### src/hw/rtl/itra_pkg.sv
// ----------------------------------------------------------------------------
// itra_pkg
// Shared types, constants and helpers of the radix integer-to-text converter.
// ----------------------------------------------------------------------------
package itra_pkg;

    localparam int RADIX_W    = 6;
    localparam int CHAR_W     = 8;
    localparam int REQ_W      = 6;
    localparam int OUT_DATA_W = 16;   // char + length, padded to whole bytes

    localparam logic [RADIX_W-1:0] DEFAULT_RADIX = 6'd10;
    localparam logic [RADIX_W-1:0] MIN_RADIX     = 6'd2;
    localparam logic [RADIX_W-1:0] MAX_RADIX     = 6'd36;

    localparam logic [CHAR_W-1:0] CHAR_ZERO      = 8'h30;  // '0'
    localparam logic [CHAR_W-1:0] CHAR_ALPHA_OFS = 8'h37;  // 'A' - 10
    localparam logic [CHAR_W-1:0] CHAR_MINUS     = 8'h2D;  // '-'

    localparam logic [REQ_W-1:0] REQ_MAX = 6'd63;

    typedef struct packed {
        logic busy;   // back end is working on an item
        logic pop;    // back end takes the head of the queue this cycle
    } t_back_status;

    // digit value (below 36) to its ASCII character
    function automatic logic [CHAR_W-1:0] digit_char(input logic [RADIX_W-1:0] d);
        logic [CHAR_W-1:0] ext;
        ext = {2'b00, d};
        if (d < 6'd10) begin
            return CHAR_ZERO + ext;
        end else begin
            return CHAR_ALPHA_OFS + ext;
        end
    endfunction

endpackage

### src/hw/rtl/int_to_radix_ascii_core.sv
// ----------------------------------------------------------------------------
// int_to_radix_ascii_core
// Signed integer to ASCII text in a configurable radix, one character per
// output transfer.
// ----------------------------------------------------------------------------
// Each input transfer carries one signed VALUE_WIDTH-bit integer. The block
// answers with one output transfer per character, most significant first: a
// leading '-' for negative values, then digits 0-9 and A-Z; zero gives "0".
// tlast marks the final character, and every character of a conversion
// carries the required length (sign + digits + terminator, saturating at 63).
// The radix register (2..36, anything else means 10, reset 10) is written
// through the cfg channel; the user must do so only while the block is idle,
// which the block itself does not enforce. The divider retires 8 quotient
// bits per cycle; each digit goes into the digit RAM, and once the value is
// fully divided the output reads the digits back through the RAM read port,
// after a sign character for negative values. A two-entry queue lets the
// next values be accepted while a conversion runs.
// ----------------------------------------------------------------------------
module int_to_radix_ascii_core #(
    parameter int VALUE_WIDTH = 32
) (
    input  logic                                 i_clk,
    input  logic                                 i_rst_n,
    // configuration: radix
    input  logic                                 i_cfg_valid,
    output logic                                 o_cfg_ready,
    input  logic [itra_pkg::RADIX_W-1:0]         i_cfg_data,
    // input stream
    input  logic                                 s_axis_tvalid,
    output logic                                 s_axis_tready,
    input  logic [((VALUE_WIDTH+7)/8)*8-1:0]     s_axis_tdata,   // [W-1:0] value
    // output stream
    output logic                                 m_axis_tvalid,
    input  logic                                 m_axis_tready,
    output logic [itra_pkg::OUT_DATA_W-1:0]      m_axis_tdata,   // [7:0] out_char,
                                                                 // [13:8] text_len
    output logic                                 m_axis_tlast    // last
);

    localparam int ITEM_W = VALUE_WIDTH + itra_pkg::RADIX_W + 1;

    logic                          push;
    logic [ITEM_W-1:0]             push_item;
    logic                          queue_full;
    logic                          queue_valid;
    logic [ITEM_W-1:0]             queue_item;
    itra_pkg::t_back_status        back_status;
    logic [itra_pkg::CHAR_W-1:0]   out_char;
    logic [itra_pkg::REQ_W-1:0]    out_req;

    assign o_cfg_ready = 1'b1;

    itra_front #(
        .VALUE_WIDTH (VALUE_WIDTH)
    ) u_front (
        .i_clk        (i_clk),
        .i_rst_n      (i_rst_n),
        .i_cfg_valid  (i_cfg_valid),
        .i_cfg_data   (i_cfg_data),
        .i_in_valid   (s_axis_tvalid),
        .i_value      (s_axis_tdata[VALUE_WIDTH-1:0]),
        .i_queue_full (queue_full),
        .o_in_ready   (s_axis_tready),
        .o_push       (push),
        .o_item       (push_item)
    );

    itra_fifo #(
        .WIDTH (ITEM_W)
    ) u_queue (
        .i_clk   (i_clk),
        .i_rst_n (i_rst_n),
        .i_push  (push),
        .i_data  (push_item),
        .i_pop   (back_status.pop),
        .o_full  (queue_full),
        .o_valid (queue_valid),
        .o_data  (queue_item)
    );

    itra_back #(
        .VALUE_WIDTH (VALUE_WIDTH)
    ) u_back (
        .i_clk        (i_clk),
        .i_rst_n      (i_rst_n),
        .i_item_valid (queue_valid),
        .i_item       (queue_item),
        .o_status     (back_status),
        .i_out_ready  (m_axis_tready),
        .o_out_valid  (m_axis_tvalid),
        .o_char       (out_char),
        .o_last       (m_axis_tlast),
        .o_req        (out_req)
    );

    assign m_axis_tdata = {2'b00, out_req, out_char};

`ifndef SYNTH
    // a sign character is never the end of a conversion
    a_sign_not_last: assert property (@(posedge i_clk) disable iff (!i_rst_n)
        m_axis_tvalid && (out_char == itra_pkg::CHAR_MINUS) |-> !m_axis_tlast)
        else $error("sign character flagged as last");

    // shortest text is one digit plus terminator
    a_req_min: assert property (@(posedge i_clk) disable iff (!i_rst_n)
        m_axis_tvalid |-> (out_req >= itra_pkg::REQ_W'(2)))
        else $error("required length below two");

    // taking an item from the queue starts a conversion
    a_pop_busy: assert property (@(posedge i_clk) disable iff (!i_rst_n)
        back_status.pop |=> back_status.busy)
        else $error("queue popped but back end idle");
`endif

endmodule

### src/hw/rtl/itra_ram.sv
// ----------------------------------------------------------------------------
// itra_ram
// Generic single-port-write, single-port-read RAM with registered read data.
// ----------------------------------------------------------------------------
module itra_ram #(
    parameter int WIDTH = 8,
    parameter int DEPTH = 33
) (
    input  logic                     i_clk,
    input  logic                     i_we,
    input  logic [$clog2(DEPTH)-1:0] i_waddr,
    input  logic [WIDTH-1:0]         i_wdata,
    input  logic [$clog2(DEPTH)-1:0] i_raddr,
    output logic [WIDTH-1:0]         o_rdata
);

    logic [WIDTH-1:0] r_mem [DEPTH];
    logic [WIDTH-1:0] r_rdata;

    always_ff @(posedge i_clk) begin
        if (i_we) begin
            r_mem[i_waddr] <= i_wdata;
        end
        r_rdata <= r_mem[i_raddr];
    end

    assign o_rdata = r_rdata;

endmodule

### src/hw/rtl/itra_front.sv
// ----------------------------------------------------------------------------
// itra_front
// Input side: holds the radix register, takes values, forms sign, magnitude
// and effective base and pushes them into the work queue.
// ----------------------------------------------------------------------------
module itra_front #(
    parameter int VALUE_WIDTH = 32
) (
    input  logic                             i_clk,
    input  logic                             i_rst_n,
    input  logic                             i_cfg_valid,
    input  logic [itra_pkg::RADIX_W-1:0]     i_cfg_data,
    input  logic                             i_in_valid,
    input  logic [VALUE_WIDTH-1:0]           i_value,
    input  logic                             i_queue_full,
    output logic                             o_in_ready,
    output logic                             o_push,
    output logic [VALUE_WIDTH+itra_pkg::RADIX_W:0] o_item  // {neg, base, mag}
);

    logic [itra_pkg::RADIX_W-1:0] r_radix;
    logic [itra_pkg::RADIX_W-1:0] base;
    logic                         negative;
    logic [VALUE_WIDTH-1:0]       magnitude;

    always_ff @(posedge i_clk) begin
        if (!i_rst_n) begin
            r_radix <= itra_pkg::DEFAULT_RADIX;
        end else if (i_cfg_valid) begin
            r_radix <= i_cfg_data;
        end
    end

    assign base = (r_radix >= itra_pkg::MIN_RADIX && r_radix <= itra_pkg::MAX_RADIX) ?
                  r_radix : itra_pkg::DEFAULT_RADIX;

    // most negative value maps to 2^(W-1), still fits as unsigned
    assign negative  = i_value[VALUE_WIDTH-1];
    assign magnitude = negative ? (~i_value + VALUE_WIDTH'(1)) : i_value;

    assign o_in_ready = !i_queue_full;
    assign o_push     = i_in_valid && !i_queue_full;
    assign o_item     = {negative, base, magnitude};

endmodule

### src/hw/rtl/itra_fifo.sv
// ----------------------------------------------------------------------------
// itra_fifo
// Two-entry queue between front and back ends.
// ----------------------------------------------------------------------------
module itra_fifo #(
    parameter int WIDTH = 39
) (
    input  logic             i_clk,
    input  logic             i_rst_n,
    input  logic             i_push,
    input  logic [WIDTH-1:0] i_data,
    input  logic             i_pop,
    output logic             o_full,
    output logic             o_valid,
    output logic [WIDTH-1:0] o_data
);

    logic [WIDTH-1:0] r_mem [2];
    logic             r_wptr;
    logic             r_rptr;
    logic [1:0]       r_count;
    logic             do_push;
    logic             do_pop;

    assign do_push = i_push && (r_count != 2'd2);
    assign do_pop  = i_pop && (r_count != 2'd0);

    always_ff @(posedge i_clk) begin
        if (!i_rst_n) begin
            r_wptr  <= 1'b0;
            r_rptr  <= 1'b0;
            r_count <= 2'd0;
        end else begin
            if (do_push) begin
                r_wptr <= !r_wptr;
            end
            if (do_pop) begin
                r_rptr <= !r_rptr;
            end
            if (do_push && !do_pop) begin
                r_count <= r_count + 2'd1;
            end else if (do_pop && !do_push) begin
                r_count <= r_count - 2'd1;
            end
        end
        if (do_push) begin
            r_mem[r_wptr] <= i_data;
        end
    end

    assign o_full  = (r_count == 2'd2);
    assign o_valid = (r_count != 2'd0);
    assign o_data  = r_mem[r_rptr];

endmodule

### src/hw/rtl/itra_back.sv
// ----------------------------------------------------------------------------
// itra_back
// Conversion engine: iterative divide-by-radix producing one digit per pass,
// digit store in RAM, then emits sign and digits most significant first.
// ----------------------------------------------------------------------------
module itra_back #(
    parameter int VALUE_WIDTH = 32
) (
    input  logic                                   i_clk,
    input  logic                                   i_rst_n,
    input  logic                                   i_item_valid,
    input  logic [VALUE_WIDTH+itra_pkg::RADIX_W:0] i_item,
    output itra_pkg::t_back_status                 o_status,
    input  logic                                   i_out_ready,
    output logic                                   o_out_valid,
    output logic [itra_pkg::CHAR_W-1:0]            o_char,
    output logic                                   o_last,
    output logic [itra_pkg::REQ_W-1:0]             o_req
);

    localparam int DIV_BITS = 8;                                   // quotient bits per cycle
    localparam int NSTEP    = (VALUE_WIDTH + DIV_BITS - 1) / DIV_BITS;
    localparam int DW       = NSTEP * DIV_BITS;
    localparam int SW       = (NSTEP > 1) ? $clog2(NSTEP) : 1;
    localparam int DEPTH    = VALUE_WIDTH + 1;
    localparam int AW       = $clog2(DEPTH);
    localparam int CNT_W    = $clog2(DEPTH + 1);
    localparam int LEN_W    = (CNT_W + 1 > 7) ? CNT_W + 1 : 7;
    localparam int RW       = itra_pkg::RADIX_W;

    typedef enum logic [2:0] {
        ST_IDLE,
        ST_DIV,
        ST_SIGN,
        ST_RD,
        ST_OUT
    } t_state;

    t_state                      r_state;
    logic [DW-1:0]               r_div;
    logic [RW-1:0]               r_rem;
    logic [RW-1:0]               r_base;
    logic [SW-1:0]               r_step;
    logic                        r_neg;
    logic [CNT_W-1:0]            r_cnt;
    logic [AW-1:0]               r_idx;
    logic                        r_ovalid;
    logic [itra_pkg::CHAR_W-1:0] r_ochar;
    logic                        r_olast;
    logic [itra_pkg::REQ_W-1:0]  r_oreq;
    logic [itra_pkg::REQ_W-1:0]  r_req;

    logic [DW-1:0]               n_quo;
    logic [RW-1:0]               n_rem;
    logic [RW:0]                 trial;
    logic [CNT_W-1:0]            n_cnt;
    logic [LEN_W-1:0]            n_len;
    logic [itra_pkg::REQ_W-1:0]  n_req;
    logic                        digit_done;
    logic                        out_free;
    logic                        emit;
    logic                        pop;
    logic [itra_pkg::CHAR_W-1:0] ram_rdata;

    // restoring division, DIV_BITS quotient bits per cycle on a 6-bit remainder
    always_comb begin
        n_rem = r_rem;
        n_quo = r_div;
        trial = '0;
        for (int k = 0; k < DIV_BITS; k++) begin
            trial = {n_rem, n_quo[DW-1]};
            n_quo = {n_quo[DW-2:0], 1'b0};
            if (trial >= {1'b0, r_base}) begin
                n_rem    = RW'(trial - {1'b0, r_base});
                n_quo[0] = 1'b1;
            end else begin
                n_rem = trial[RW-1:0];
            end
        end
    end

    assign digit_done = (r_state == ST_DIV) && (r_step == SW'(NSTEP - 1));
    assign n_cnt      = r_cnt + CNT_W'(1);
    assign n_len      = LEN_W'(n_cnt) + (r_neg ? LEN_W'(2) : LEN_W'(1));
    assign n_req      = (n_len > LEN_W'(itra_pkg::REQ_MAX)) ? itra_pkg::REQ_MAX :
                        n_len[itra_pkg::REQ_W-1:0];
    assign out_free   = !r_ovalid || i_out_ready;
    assign emit       = out_free && ((r_state == ST_SIGN) || (r_state == ST_OUT));
    assign pop        = (r_state == ST_IDLE) && i_item_valid;

    itra_ram #(
        .WIDTH (itra_pkg::CHAR_W),
        .DEPTH (DEPTH)
    ) u_store (
        .i_clk   (i_clk),
        .i_we    (digit_done),
        .i_waddr (r_cnt[AW-1:0]),
        .i_wdata (itra_pkg::digit_char(n_rem)),
        .i_raddr (r_idx),
        .o_rdata (ram_rdata)
    );

    always_ff @(posedge i_clk) begin
        if (!i_rst_n) begin
            r_state  <= ST_IDLE;
            r_ovalid <= 1'b0;
        end else begin
            if (emit) begin
                r_ovalid <= 1'b1;
            end else if (i_out_ready) begin
                r_ovalid <= 1'b0;
            end
            case (r_state)
                ST_IDLE: begin
                    if (i_item_valid) begin
                        r_div   <= DW'(i_item[VALUE_WIDTH-1:0]);
                        r_base  <= i_item[VALUE_WIDTH+RW-1:VALUE_WIDTH];
                        r_neg   <= i_item[VALUE_WIDTH+RW];
                        r_rem   <= '0;
                        r_step  <= '0;
                        r_cnt   <= '0;
                        r_state <= ST_DIV;
                    end
                end
                ST_DIV: begin
                    if (digit_done) begin
                        r_cnt  <= n_cnt;
                        r_div  <= n_quo;
                        r_rem  <= '0;
                        r_step <= '0;
                        if (n_quo == '0) begin
                            r_req   <= n_req;
                            r_idx   <= r_cnt[AW-1:0];
                            r_state <= r_neg ? ST_SIGN : ST_RD;
                        end
                    end else begin
                        r_div  <= n_quo;
                        r_rem  <= n_rem;
                        r_step <= r_step + SW'(1);
                    end
                end
                ST_SIGN: begin
                    if (out_free) begin
                        r_ochar  <= itra_pkg::CHAR_MINUS;
                        r_olast  <= 1'b0;
                        r_oreq   <= r_req;
                        r_state  <= ST_RD;
                    end
                end
                ST_RD: begin
                    // store read at r_idx lands next cycle
                    r_state <= ST_OUT;
                end
                ST_OUT: begin
                    if (out_free) begin
                        r_ochar  <= ram_rdata;
                        r_olast  <= (r_idx == '0);
                        r_oreq   <= r_req;
                        if (r_idx == '0) begin
                            r_state <= ST_IDLE;
                        end else begin
                            r_idx   <= r_idx - AW'(1);
                            r_state <= ST_RD;
                        end
                    end
                end
                default: begin
                    r_state <= ST_IDLE;
                end
            endcase
        end
    end

    assign o_status.busy = (r_state != ST_IDLE);
    assign o_status.pop  = pop;
    assign o_out_valid   = r_ovalid;
    assign o_char        = r_ochar;
    assign o_last        = r_olast;
    assign o_req         = r_oreq;

endmodule

### config.mk
export PLATFORM = sky130hd
export DESIGN_NAME = int_to_radix_ascii_core
export DESIGN_NICKNAME = d
export VERILOG_FILES = /design/src/hw/rtl/itra_pkg.sv /design/src/hw/rtl/int_to_radix_ascii_core.sv /design/src/hw/rtl/itra_ram.sv /design/src/hw/rtl/itra_front.sv /design/src/hw/rtl/itra_fifo.sv /design/src/hw/rtl/itra_back.sv
export SDC_FILE = /design/constraint.sdc
export NUM_CORES = 1
export LEC_CHECK = 0
export ABC_CLOCK_PERIOD_IN_PS = 37100
export BUFFER_PORTS_ARGS = -buffer_cell sky130_fd_sc_hd__buf_2
export CAP_MARGIN = 25
export CORE_AREA = 2 2 222 224
export CTS_BUF_LIST = sky130_fd_sc_hd__clkbuf_8
export CTS_CLUSTER_DIAMETER = 60
export CTS_CLUSTER_SIZE = 20
export DETAILED_ROUTE_END_ITERATION = 7
export DIE_AREA = 0 0 224 226
export PLACE_DENSITY = 0.63
export REMOVE_ABC_BUFFERS = 1
export SLEW_MARGIN = 20
export SYNTH_ARGS = -nofsm -noshare
export SYNTH_HDL_FRONTEND = slang
export SYNTH_HIERARCHICAL = 1
export SYNTH_SLANG_ARGS = --single-unit
### constraint.sdc
create_clock -name i_clk -period 37.1 [get_ports i_clk]
set_clock_uncertainty 0.1 [all_clocks]
set_input_delay 7.42 -clock i_clk [delete_from_list [all_inputs] [get_ports i_clk]]
set_output_delay 7.42 -clock i_clk [all_outputs]
set_load 0.03 [all_outputs]
## Word level (Yosys, flattened, before mapping)

Memories as Yosys holds them, arrays and structs flattened. A register that Yosys moved wholly into a read port is not among the register bits.
Index checks and enable logic that the tools add are counted.

| storage, ports and cells | value |
|---|---|
| RAM bits | 342 |
| word-level logic and storage cells | 156 |
| bits of input ports | 43 |
| output and inout port bits | 20 |
| register bits after elaboration | 94 |
| memories kept | 2 |

Memory list:

| memory | depth | bits a word | read ports | clocked after memory_dff | write ports | RTL line | text |
|---|---|---|---|---|---|---|---|
| u_back.u_store.r_mem | 33 | 8 | 1 | 1 | 1 | itra_ram.sv:17 | `logic [WIDTH-1:0] r_mem [DEPTH];` |
| u_queue.r_mem | 2 | 39 | 1 | 1 | 1 | itra_fifo.sv:18 | `logic [WIDTH-1:0] r_mem [2];` |

| operators by class | value |
|---|---|
| mux-type cells | 59 |
| bitwise logic cells | 1 |
| equality and inequality tests | 13 |
| reduce and logical (&&, ||, !) cells | 35 |
| magnitude comparators | 12 |
| add/subtract/negate cells | 17 |

Operators by type and width:

| kind | number |
|---|---|
| two-way mux 6 bit | 16 |
| two-way mux 32 bit | 2 |
| one-hot mux 32 bit (2 select lines) | 1 |
| >= comparator 7 x 6 -> 1 bit | 8 |
| subtractor 6 bit | 8 |
| one-hot mux 6 bit (2 select lines) | 3 |
| adder 32 x 1 -> 32 bit (second input constant) | 1 |
| zero test 32 bit | 1 |
| inverter 32 bit | 1 |
| two-way mux 8 bit | 3 |
| two-way mux 1 bit | 19 |
| one-hot mux 8 bit (2 select lines) | 1 |
| two-way mux 3 bit | 5 |
| one-hot mux 3 bit (5 select lines) | 1 |
| adder 6 x 6 -> 7 bit (first input constant) | 2 |
| two-way mux 2 bit | 6 |
| AND reduction 4 bit | 3 |
| nonzero test 2 bit | 6 |
| logical AND 1 bit | 9 |
| AND reduction 3 bit | 3 |
| inequality test 2 x 1 -> 1 bit (second input constant) | 4 |
| adder 6 x 7 -> 7 bit | 1 |
| greater-than comparator 7 x 6 -> 1 bit (second input constant) | 1 |
| adder 6 x 1 -> 6 bit (second input constant) | 1 |
| other kinds (20) | 31 |

## Depth between registers and ports, before layout

Gate-level depths: netlist (run 1).

| depth | value |
|---|---|
| word-level depth | 20 |
| gate-level depth with buffers | 90 |
| gate-level depth less buffers | 84 |

## Modules after synthesis

Netlist (run 1), hierarchy kept.

By module, submodules not included:

| module | sequential area each (um2) | area an instance (um2) | times used | cells an instance |
|---|---|---|---|---|
| itra_ram | 8,087.8 | 10,759.1 | 1 | 602 |
| itra_back | 2,482.4 | 6,716.4 | 1 | 713 |
| itra_fifo | 2,442.3 | 3,044.2 | 1 | 146 |
| itra_front | 120.1 | 1,028.5 | 1 | 135 |
| int_to_radix_ascii_core | 0.0 | 30.0 | 1 | 5 |

## Worst setup path before layout (run 1)

No wires, ideal clock.

| timing | value |
|---|---|
| path type | reg-to-reg |
| start point | register u_back.r_base[1] |
| end point | memory u_back.u_store.r_mem[0][6], data pin |
| period minus slack after synthesis | 18.335 ns |
| required time | 36.538 ns |
| stages on the path, launching flop included | 85 |
| path slack | 18.765 ns |
| buffers on the path | 7 |
| library setup time | 0.462 ns |
| data arrival time | 17.773 ns |
| cells stage by stage | edfxtp_1 -> inv_1 -> ha_1 -> nand2b_1 -> a211o_1 -> a32oi_2 -> clkbuf_1 -> nand2_1 -> o21ai_0 -> inv_1 -> ha_1 -> nor2b_4 -> o31a_4 -> o221ai_2 -> o2111ai_2 -> clkbuf_1 -> mux2_2 -> ha_1 -> (+49 left out) -> a211o_1 -> a2111o_1 -> or2_1 -> buf_6 -> a221oi_4 -> ha_1 -> o21ai_0 -> nand2b_1 -> a21o_1 -> a21o_1 -> o21bai_1 -> a21oi_1 -> o211ai_2 -> buf_6 -> mux2i_1 -> ha_1 -> nand3_1 -> o21ai_0 |

| between the ends | value |
|---|---|
| word-level cells in the longest chain between the ends | 18 |
| elaborated cells between the ends (all ways) | 28 |
| classes of those cells | add/sub: 10; order compare: 9; mux: 9 |

Ends and longest elaborated chain:

| item | RTL line | text |
|---|---|---|
| start, declared | itra_back.sv:42 | `logic [RW-1:0] r_base;` |
| start signal, assigned | itra_back.sv:117 | `r_base <= i_item[VALUE_WIDTH+RW-1:VALUE_WIDTH];` |
| subtractor 6 bit or >= comparator 7 x 6 -> 1 bit (tied branches) | itra_back.sv:74, itra_back.sv:73 |  |
| two-way mux 6 bit | itra_back.sv:73 | `if (trial >= {1'b0, r_base}) begin` |
| subtractor 6 bit or >= comparator 7 x 6 -> 1 bit (tied branches) | itra_back.sv:74, itra_back.sv:73 |  |
| two-way mux 6 bit | itra_back.sv:73 |  |
| subtractor 6 bit or >= comparator 7 x 6 -> 1 bit (tied branches) | itra_back.sv:74, itra_back.sv:73 |  |
| two-way mux 6 bit | itra_back.sv:73 |  |
| subtractor 6 bit or >= comparator 7 x 6 -> 1 bit (tied branches) | itra_back.sv:74, itra_back.sv:73 |  |
| two-way mux 6 bit | itra_back.sv:73 |  |
| (+2 left out) | - |  |
| >= comparator 7 x 6 -> 1 bit or subtractor 6 bit (tied branches) | itra_back.sv:73, itra_back.sv:74 |  |
| two-way mux 6 bit | itra_back.sv:73 |  |
| subtractor 6 bit or >= comparator 7 x 6 -> 1 bit (tied branches) | itra_back.sv:74, itra_back.sv:73 |  |
| two-way mux 6 bit | itra_back.sv:73 |  |
| subtractor 6 bit or >= comparator 7 x 6 -> 1 bit (tied branches) | itra_back.sv:74, itra_back.sv:73 |  |
| two-way mux 6 bit (*) | itra_back.sv:73 |  |
| adder 6 x 6 -> 7 bit (tied with other cells) | itra_pkg.sv:34 | `return CHAR_ALPHA_OFS + ext;` |
| two-way mux 8 bit (*) | itra_pkg.sv:31 | `if (d < 6'd10) begin` |
| end, declared | itra_ram.sv:17 |  |

Mark *: on every way between the ends. The rest lies on a longest branch, timed or not.

## Worst setup path in the final report (run 1)

| timing | value |
|---|---|
| start point | register u_back.r_base[1] |
| end point | memory u_back.u_store.r_mem[200][4], in the netlist u_back/u_store/r_mem[25][4], data pin |

Same word-level chain as after synthesis.

==> results of run 1 <==
[final cells by class]
| type | instances | area [um^2] | share of cell area [%] |
|---|---|---|---|
| repair buffers | 77 | 495.5 | 2.129 |
| inverters | 55 | 206.4 | 0.8870 |
| clock inverters | 22 | 229.0 | 0.9838 |
| flip-flops and latches | 445 | 13130 | 56.43 |
| clock buffers | 32 | 440.4 | 1.892 |
| multi-input cells | 1061 | 7991 | 34.34 |
| well taps | 622 | 778.2 | 3.344 |
[logic make-up after synthesis]
kind of cell / count (synthesis)
xor+xnor: 75
flops: 445
buf+inv: 128
fa+ha+maj: 68
mux: 202
other cells: 3
compound gates: 260
simple gates: 420
[worst min-delay path by stage]
stage,from,end,slack (ns)
2_1_floorplan,u_back/r_req[0],u_back/o_req[0],0.30
3_3_place_gp,u_back/r_req[4],u_back/o_req[4],0.30
3_5_place_dp,u_back/r_req[4],u_back/o_req[4],0.31
4_1_cts,u_back/r_req[4],u_back/o_req[4],0.34
5_1_grt,u_back/r_req[4],u_back/o_req[4],0.36
6_report,u_back/r_req[4],u_back/o_req[4],0.34
[metal layers]
layer / global-route usage, % / vias up
li1: - / 6097
met1: 24.73 / 6339
met2: 31.71 / 307
met3: 2.446 / 49
met4: 3.398 / 0
met5: 0 / -
[metrics by stage]
| step | instance area (um^2) | std cells | util (%) | hold slack [ns] | setup WS (ns) |
|---|---|---|---|---|---|
| after floorplan | 21260 | 1561 | - | 0.3003 | 18.68 |
| after global placement | 22520 | 2256 | 46.59 | 0.3023 | 16.68 |
| after detailed placement | 22550 | 2257 | 46.64 | 0.3084 | 15.92 |
| after CTS | 23220 | 2311 | 48.03 | 0.3373 | 15.84 |
| after global routing | 23270 | 2314 | 48.14 | 0.3571 | 14.07 |
| final | 23270 | 2314 | 48.14 | 0.3356 | 15.82 |
[registers in the layout, summed over array words and instances, names as in the netlist, 2 cells and up, named ones only]
name	flops
u_back/o_char	8
u_back/o_req	6
u_back/r_base	6
u_back/r_cnt	6
u_back/r_div	32
u_back/r_idx	6
u_back/r_rem	6
u_back/r_req	6
u_back/r_state	3
u_back/r_step	2
u_back/u_store/o_rdata	8
u_back/u_store/r_mem	264
u_front/r_radix	6
u_queue/r_count	2
u_queue/r_mem	78
[cells in the final DEF, fill, tap and decap left out, types with 23 or more instances in the layout]
cell                       count
sky130_fd_sc_hd__ha_1         59
sky130_fd_sc_hd__nand2_1     155
sky130_fd_sc_hd__xnor2_1      54
sky130_fd_sc_hd__inv_1        60
sky130_fd_sc_hd__dfxtp_1      23
sky130_fd_sc_hd__clkbuf_8     32
sky130_fd_sc_hd__o21ai_0      36
sky130_fd_sc_hd__a22oi_1      36
sky130_fd_sc_hd__nor2_1       84
sky130_fd_sc_hd__edfxtp_1    422
sky130_fd_sc_hd__mux2i_1     148
sky130_fd_sc_hd__a21oi_1      42
sky130_fd_sc_hd__buf_2        59
sky130_fd_sc_hd__nand2b_1     26
sky130_fd_sc_hd__conb_1       36
sky130_fd_sc_hd__mux2_2       41
[synth_stat cells (5+ instances only)]
| cell type | number |
|---|---|
| sky130_fd_sc_hd__fa_1 | 9 |
| sky130_fd_sc_hd__or2_2 | 7 |
| sky130_fd_sc_hd__o22ai_1 | 10 |
| sky130_fd_sc_hd__o21a_1 | 14 |
| sky130_fd_sc_hd__a211o_1 | 5 |
| sky130_fd_sc_hd__o41ai_1 | 5 |
| sky130_fd_sc_hd__nor4_1 | 12 |
| sky130_fd_sc_hd__buf_1 | 5 |
| sky130_fd_sc_hd__xor2_1 | 20 |
| sky130_fd_sc_hd__a22o_1 | 22 |
| sky130_fd_sc_hd__mux2_2 | 41 |
| sky130_fd_sc_hd__nor2b_1 | 22 |
| sky130_fd_sc_hd__buf_6 | 9 |
| sky130_fd_sc_hd__mux2_1 | 11 |
| sky130_fd_sc_hd__a22oi_1 | 36 |
| sky130_fd_sc_hd__clkbuf_1 | 33 |
| sky130_fd_sc_hd__nor2_1 | 86 |
| sky130_fd_sc_hd__edfxtp_1 | 422 |
| sky130_fd_sc_hd__buf_4 | 14 |
| sky130_fd_sc_hd__nand3b_1 | 5 |
| sky130_fd_sc_hd__o21ai_0 | 37 |
| sky130_fd_sc_hd__mux2i_1 | 149 |
| sky130_fd_sc_hd__or3_1 | 8 |
| sky130_fd_sc_hd__nand4_1 | 7 |
| sky130_fd_sc_hd__nor3_1 | 19 |
| sky130_fd_sc_hd__nand3_1 | 19 |
| sky130_fd_sc_hd__nand2b_1 | 26 |
| sky130_fd_sc_hd__dfxtp_1 | 23 |
| sky130_fd_sc_hd__buf_2 | 10 |
| sky130_fd_sc_hd__nand2_1 | 155 |
| sky130_fd_sc_hd__xnor2_1 | 55 |
| sky130_fd_sc_hd__inv_1 | 54 |
| sky130_fd_sc_hd__a221oi_2 | 8 |
| sky130_fd_sc_hd__a221oi_1 | 8 |
| sky130_fd_sc_hd__and3_1 | 14 |
| sky130_fd_sc_hd__and2_1 | 13 |
| sky130_fd_sc_hd__ha_1 | 59 |
| sky130_fd_sc_hd__o31ai_1 | 13 |
| sky130_fd_sc_hd__o41ai_2 | 8 |
| sky130_fd_sc_hd__a21oi_1 | 42 |
| sky130_fd_sc_hd__a21o_1 | 12 |
==> results.py, run 1 <==
metrics = {
    "clock_network": {
        "cts_buffers": 30,
        "cts_post_setup_buffers_inserted": 0,
        "cts_root_buf": "sky130_fd_sc_hd__clkbuf_8",
        "worstSkewPairLatency_ns": 0.69,
        "cts_tree": "built",
        "postCtsResizedCells": 0,
        "max-clock-path-buffers": 3,
        "clk_transition_reported_paths_ns": 0.12,
        "h-tree-depth": 1,
        "cts_num_sinks": 445,
        "cts_hold_repair.buffers": 0,
    },
    "critical_path": {
        "cp_top_family": "compound AO/OA/AOI/OAI gates",
        "critPathArrivalTime_ns": 21.68,
        "crit_buf_inv": 8,
        "timing.rr.start": "u_back/r_base[1]",
        "worst-endpoint-required_ns": 37.50,
        "timing.critical_path.slowest_stage_cell": "sky130_fd_sc_hd__edfxtp_1",
        "critPathCapture": "u_back/u_store/r_mem[25][4]",
        "critPathMostFrequentCell": "sky130_fd_sc_hd__ha_1",
        "criticalPathCategory": "reg2reg",
        "worst_r2r_path_depth": 79,
        "critical_path_depth": 79,
        "startpoint_type": "register",
        "timing.critical_path.to_type": "register",
        "reg_to_reg_setup_timing_slack_ns": 15.82,
        "critPathMaxFanout": 21,
        "crit_path_max_incr_delay_ns": 0.79,
        "setup.worst_path.start": "u_back/r_base[1]",
        "worstReg2RegEnd": "u_back/u_store/r_mem[25][4]",
    },
    "timing": {
        "maxClockFrequency_mhz": 46.99,
        "slew_viol_final": 0,
        "setup-tns-final_ns": 0,
        "final-hold-violation-count": 0,
        "final_period_minus_worst_setup_slack_ns": 21.28,
        "min_period_over_period_pct": 57.36,
        "worst_slew_pin_slew_ns": 1.014,
        "rsz0062_at_grt": "no",
        "max_slew_margin_pct": 32.16,
        "report.final.setup_viol": 0,
    },
    "synth": {
        "main_combinational_cell_family_by_area_after_synthesis": "multiplexers",
        "asyncSetResetFlopFracSynth_pct": 0,
        "yosys.area_share.xor_xnor_pct": 3.044,
        "synth_area_leaders": "sky130_fd_sc_hd__edfxtp_1 59%, sky130_fd_sc_hd__mux2i_1 6.9%, sky130_fd_sc_hd__ha_1 3.4%",
        "number_of_flops_mapped_to_enable_cells_by_yosys": 422,
        "cell_area_after_synthesis_um2": 21580,
        "synth-simple-area-share_pct": 9.608,
        "synth_compound_area_share_pct": 9.492,
        "yosysUniqueCellTypes": 87,
        "ys_warn_count": 6,
        "synth.ff_latch_count": 445,
        "synthAdderAreaFrac_pct": 4.256,
        "yosysSeqAreaShare_pct": 60.86,
        "synthMuxAreaShare_pct": 9.695,
        "synth_top_area_cell": "sky130_fd_sc_hd__edfxtp_1",
        "syn_area_per_cell_um2": 13.48,
        "dominant_synthesized_flop_cell": "sky130_fd_sc_hd__edfxtp_1",
        "share_of_the_synthesized_area_in_the_top_cell_type_pct": 58.73,
        "post_synthesis_instance_total": 1601,
    },
    "cells_and_area": {
        "area_growth_from_synthesis_to_layout_pct": 7.857,
        "nNetsFinal": 1781,
        "fillerInstances": 4225,
        "antenna_cells": 0,
        "post_route_cells_drive_above_1_share_pct": 13.30,
    },
    "global_routing": {
        "grt_pass1_vias": 12680,
        "grt_antenna_before_repair": 0,
        "grt_remaining_overflow": 0,
        "grt_pass1_wl_mm": 71.64,
        "grt_start_max_net_pins": 132,
        "grt_usage_pct": 18.27,
    },
    "floorplan": {
        "dieHeight_um": 226,
        "rows": 81,
        "dieArea_um2": 50620,
        "core_area_um2": 48340,
        "design.portCount": 63,
        "initial_core_util_pct": 44.64,
        "dieWidth_um": 224,
    },
    "route": {
        "routed.top_layer": "met4",
        "remaining_drc_errors": 0,
        "drtAntennaViolNets": 0,
        "met2RoutedLength_mm": 22.79,
        "first_iter_violations": 876,
        "wire_length_on_met1_mm": 21.05,
        "pre_repair_dr_iteration_count": 6,
        "drt_wl_total_mm": 46.70,
        "route.vias.total": 12790,
        "routed_wire_length_per_instance_um": 20.18,
        "detailroute.wirelength.met3_mm": 2.245,
        "via_density": 5.528,
    },
    "placed_design": {
        "port_buffers": 59,
        "post_detailed_placement_half_perimeter_wirelength_mm": 31.41,
        "routabilityCongestion": 0.8980,
    },
    "worst_hold_path": {
        "timing.hold.worst_path_depth": 0,
        "min_path_type": "reg2reg",
    },
    "status": {
        "status": "completed",
    },
    "flow_run": {
        "cap_violations": 0,
    },
}
Power of run 1 is not shown: default switching activity piles up to over one toggle a cycle in this logic, so the estimate is an artifact.
==> inputs of run 2 (changes only) <==
--- a/config.mk
+++ b/config.mk
@@ -5,16 +5,17 @@
 export SDC_FILE = /design/constraint.sdc
 export NUM_CORES = 1
 export LEC_CHECK = 0
-export ABC_CLOCK_PERIOD_IN_PS = 37100
+export ABC_AREA = 1
+export ABC_CLOCK_PERIOD_IN_PS = 20700
 export BUFFER_PORTS_ARGS = -buffer_cell sky130_fd_sc_hd__buf_2
 export CAP_MARGIN = 25
-export CORE_AREA = 2 2 222 224
+export CORE_AREA = 2 2 226 228
 export CTS_BUF_LIST = sky130_fd_sc_hd__clkbuf_8
 export CTS_CLUSTER_DIAMETER = 60
 export CTS_CLUSTER_SIZE = 20
 export DETAILED_ROUTE_END_ITERATION = 7
-export DIE_AREA = 0 0 224 226
-export PLACE_DENSITY = 0.63
+export DIE_AREA = 0 0 228 230
+export PLACE_DENSITY = 0.62
 export REMOVE_ABC_BUFFERS = 1
 export SLEW_MARGIN = 20
 export SYNTH_ARGS = -nofsm -noshare
==> constraint.sdc (replaced) <==
create_clock -name i_clk -period 20.7 [get_ports i_clk]
set_clock_uncertainty 0.1 [all_clocks]
set_input_delay 4.14 -clock i_clk [delete_from_list [all_inputs] [get_ports i_clk]]
set_output_delay 4.14 -clock i_clk [all_outputs]
set_load 0.03 [all_outputs]
==> run 2 against run 1 <==
- via count up 20%
- critical path depth up 6
- non-clock buffer count up 9
- cell count up 27%
- synthesized area up 2.9%
- utilization down 0.073 points
- die area up 3.6%
- setup slack worse by 11 ns
==> results.py, run 2 <==
metrics = {
    "placed_design": {
        "routabilityCongestion": 0.8786,
        "port_buffers": 59,
        "post_detailed_placement_half_perimeter_wirelength_mm": 34.69,
    },
    "critical_path": {
        "timing.rr.start": "u_back/r_base[1]",
        "worstReg2RegEnd": "u_back/u_store/r_mem[32][4]",
        "critPathArrivalTime_ns": 16.70,
        "worst_r2r_path_depth": 85,
        "startpoint_type": "register",
        "reg_to_reg_setup_timing_slack_ns": 4.33,
        "crit_path_max_incr_delay_ns": 0.76,
        "critPathMostFrequentCell": "sky130_fd_sc_hd__nand2_1",
        "criticalPathCategory": "reg2reg",
        "timing.critical_path.slowest_stage_cell": "sky130_fd_sc_hd__edfxtp_1",
        "timing.critical_path.to_type": "register",
        "worst-endpoint-required_ns": 21.03,
        "critPathMaxFanout": 25,
    },
    "route": {
        "route.vias.total": 15350,
        "wire_length_on_met1_mm": 22.09,
        "pre_repair_dr_iteration_count": 7,
        "first_iter_violations": 1315,
        "drt_wl_total_mm": 52.11,
        "met2RoutedLength_mm": 26.13,
        "detailroute.wirelength.met3_mm": 2.768,
        "routed_wire_length_per_instance_um": 17.66,
        "via_density": 5.204,
        "remaining_drc_errors": 0,
        "drtAntennaViolNets": 0,
        "routed.top_layer": "met4",
    },
    "timing": {
        "final_period_minus_worst_setup_slack_ns": 16.37,
        "setup-tns-final_ns": 0,
        "worst_slew_pin_slew_ns": 1.025,
        "maxClockFrequency_mhz": 61.09,
        "rsz0062_at_grt": "no",
        "max_slew_margin_pct": 31.69,
        "min_period_over_period_pct": 79.08,
        "slew_viol_final": 0,
        "report.final.setup_viol": 0,
        "final-hold-violation-count": 0,
    },
    "clock_network": {
        "cts_post_setup_buffers_inserted": 0,
        "cts_root_buf": "sky130_fd_sc_hd__clkbuf_8",
        "cts_hold_repair.buffers": 0,
        "cts_buffers": 31,
        "worstSkewPairLatency_ns": 0.69,
        "cts_tree": "built",
        "clk_transition_reported_paths_ns": 0.11,
        "postCtsResizedCells": 0,
        "cts_num_sinks": 445,
        "max-clock-path-buffers": 3,
        "h-tree-depth": 1,
    },
    "synth": {
        "yosysSeqAreaShare_pct": 59.14,
        "asyncSetResetFlopFracSynth_pct": 0,
        "cell_area_after_synthesis_um2": 22210,
        "number_of_flops_mapped_to_enable_cells_by_yosys": 422,
        "share_of_the_synthesized_area_in_the_top_cell_type_pct": 57.07,
        "syn_area_per_cell_um2": 10.20,
        "synth_most_common_cell": "sky130_fd_sc_hd__nand2_1",
        "post_synthesis_instance_total": 2177,
        "yosysUniqueCellTypes": 49,
        "synth_top_area_cell": "sky130_fd_sc_hd__edfxtp_1",
        "synth_area_leaders": "sky130_fd_sc_hd__edfxtp_1 57%, sky130_fd_sc_hd__nand2_1 11%, sky130_fd_sc_hd__nand3_1 6.2%",
        "synth.ff_latch_count": 445,
        "ys_warn_count": 6,
        "ys_top_cells_by_count": "655 x sky130_fd_sc_hd__nand2_1, 422 x sky130_fd_sc_hd__edfxtp_1, 274 x sky130_fd_sc_hd__nand3_1",
        "dominant_synthesized_flop_cell": "sky130_fd_sc_hd__edfxtp_1",
    },
    "global_routing": {
        "grt_remaining_overflow": 0,
        "grt_start_max_net_pins": 88,
        "grt_usage_pct": 19.69,
        "grt_pass1_vias": 14960,
        "grt_pass1_wl_mm": 82.11,
        "grt_antenna_before_repair": 0,
    },
    "cells_and_area": {
        "most_common_cell_after_layout_fill_and_taps_aside": "sky130_fd_sc_hd__nand2_1",
        "final_cell_mix": "654 x sky130_fd_sc_hd__nand2_1, 422 x sky130_fd_sc_hd__edfxtp_1, 274 x sky130_fd_sc_hd__nand3_1",
        "post_route_cells_drive_above_1_share_pct": 10.89,
        "number_of_flip_flops_in_the_largest_register": 264,
        "antenna_cells": 0,
        "nNetsFinal": 2364,
        "area_growth_from_synthesis_to_layout_pct": 7.945,
        "top_register_by_number_of_flip_flops": "u_back/u_store/r_mem",
        "top_regs": "u_back/u_store/r_mem: 264 flops, u_queue/r_mem: 78 flops, u_back/r_div: 32 flops",
    },
    "floorplan": {
        "dieWidth_um": 228,
        "dieArea_um2": 52440,
        "initial_core_util_pct": 44.53,
        "dieHeight_um": 230,
        "core_area_um2": 49860,
        "rows": 82,
        "design.portCount": 63,
    },
    "worst_hold_path": {
        "timing.hold.worst_path_depth": 0,
        "min_path_type": "reg2reg",
        "worst_hold_startpoint": "u_back/r_req[4]",
        "hold-path-endpoint": "u_back/o_req[4]",
    },
    "flow_run": {
        "cap_violations": 0,
    },
    "status": {
        "status": "completed",
    },
}
## run 2: changes by cell type in the layout (fill, tap and decap cells not counted), sizes merged, moves of 36 or more
| cell | delta |
|---|---|
| nor2 | +75 |
| nand3 | +264 |
| a22oi | -36 |
| o21ai | +43 |
| mux2i | -149 |
| inv | +123 |
| nand2 | +513 |
## run 2: stage by stage
stage                     hold WS [ns]  instance area [um^2]  setup WS (ns)  cells  util, %
final                           0.3357                 23970          4.330   2950    48.07
after global routing            0.3482                 23970          2.699   2950    48.07
after CTS                       0.3376                 23890          4.158   2946    47.91
after detailed placement        0.3083                 23160          4.180   2888    46.44
after global placement          0.3055                 23120          5.154   2886    46.37
after floorplan                 0.3003                 21780          6.354   2134        -
## run 2: cells by family (layout without fill, tap and decap cells)
kind of cell    Yosys count  after routing  share of synthesized area, %
buf+inv                 247            315                         5.381
flops                   445            445                         59.14
mux                      39             39                         2.147
other cells               3             36                       0.05071
simple gates           1173           1173                         23.23
compound gates          144            144                         3.629
fa+ha+maj                68             68                         4.136
xor+xnor                 58             58                         2.288
## run 2: per-layer routing
layer  track usage (%)  vias to the layer above
li1                  -                     7493
met1             25.79                     7380
met2             34.93                      402
met3             2.232                       78
met4             4.922                        0
met5                 0                        -
## run 2: worst max-delay path by stage
stage	end	start
finish	u_back/u_store/r_mem[32][4]	u_back/r_base[1]
global route	u_back/u_store/r_mem[14][4]	u_back/r_base[1]
CTS	u_back/u_store/r_mem[32][5]	u_back/r_base[1]
detailed placement	u_back/u_store/r_mem[12][5]	u_back/r_base[1]
global placement	u_back/u_store/r_mem[12][5]	u_back/r_base[1]
floorplan	u_back/u_store/r_mem[0][6]	u_back/r_base[1]
## run 2: cell type report
| type | count | area, um^2 |
|---|---|---|
| fillers | 4614 | 25890 |
| flip-flops and latches | 445 | 13130 |
| multi-input cells | 1518 | 8050 |
| well taps | 672 | 840.8 |
| inverters | 171 | 643.1 |
| repair buffers | 86 | 569.3 |
| clock buffers | 34 | 467.9 |
| clock inverters | 24 | 264.0 |
## run 2: critical path: cells and delay by family, from the launching register on
kind                       cells  cell delay (ns)
DFF                            1             0.76
and+or+nand+nor               31             3.91
xor gates and xnor gates       1             0.07
buffers and inverters         13             1.68
AOI/OAI and AO/OA             31             6.61
adders and majority gates      9             3.00
Power of run 2 is left out for the same reason.
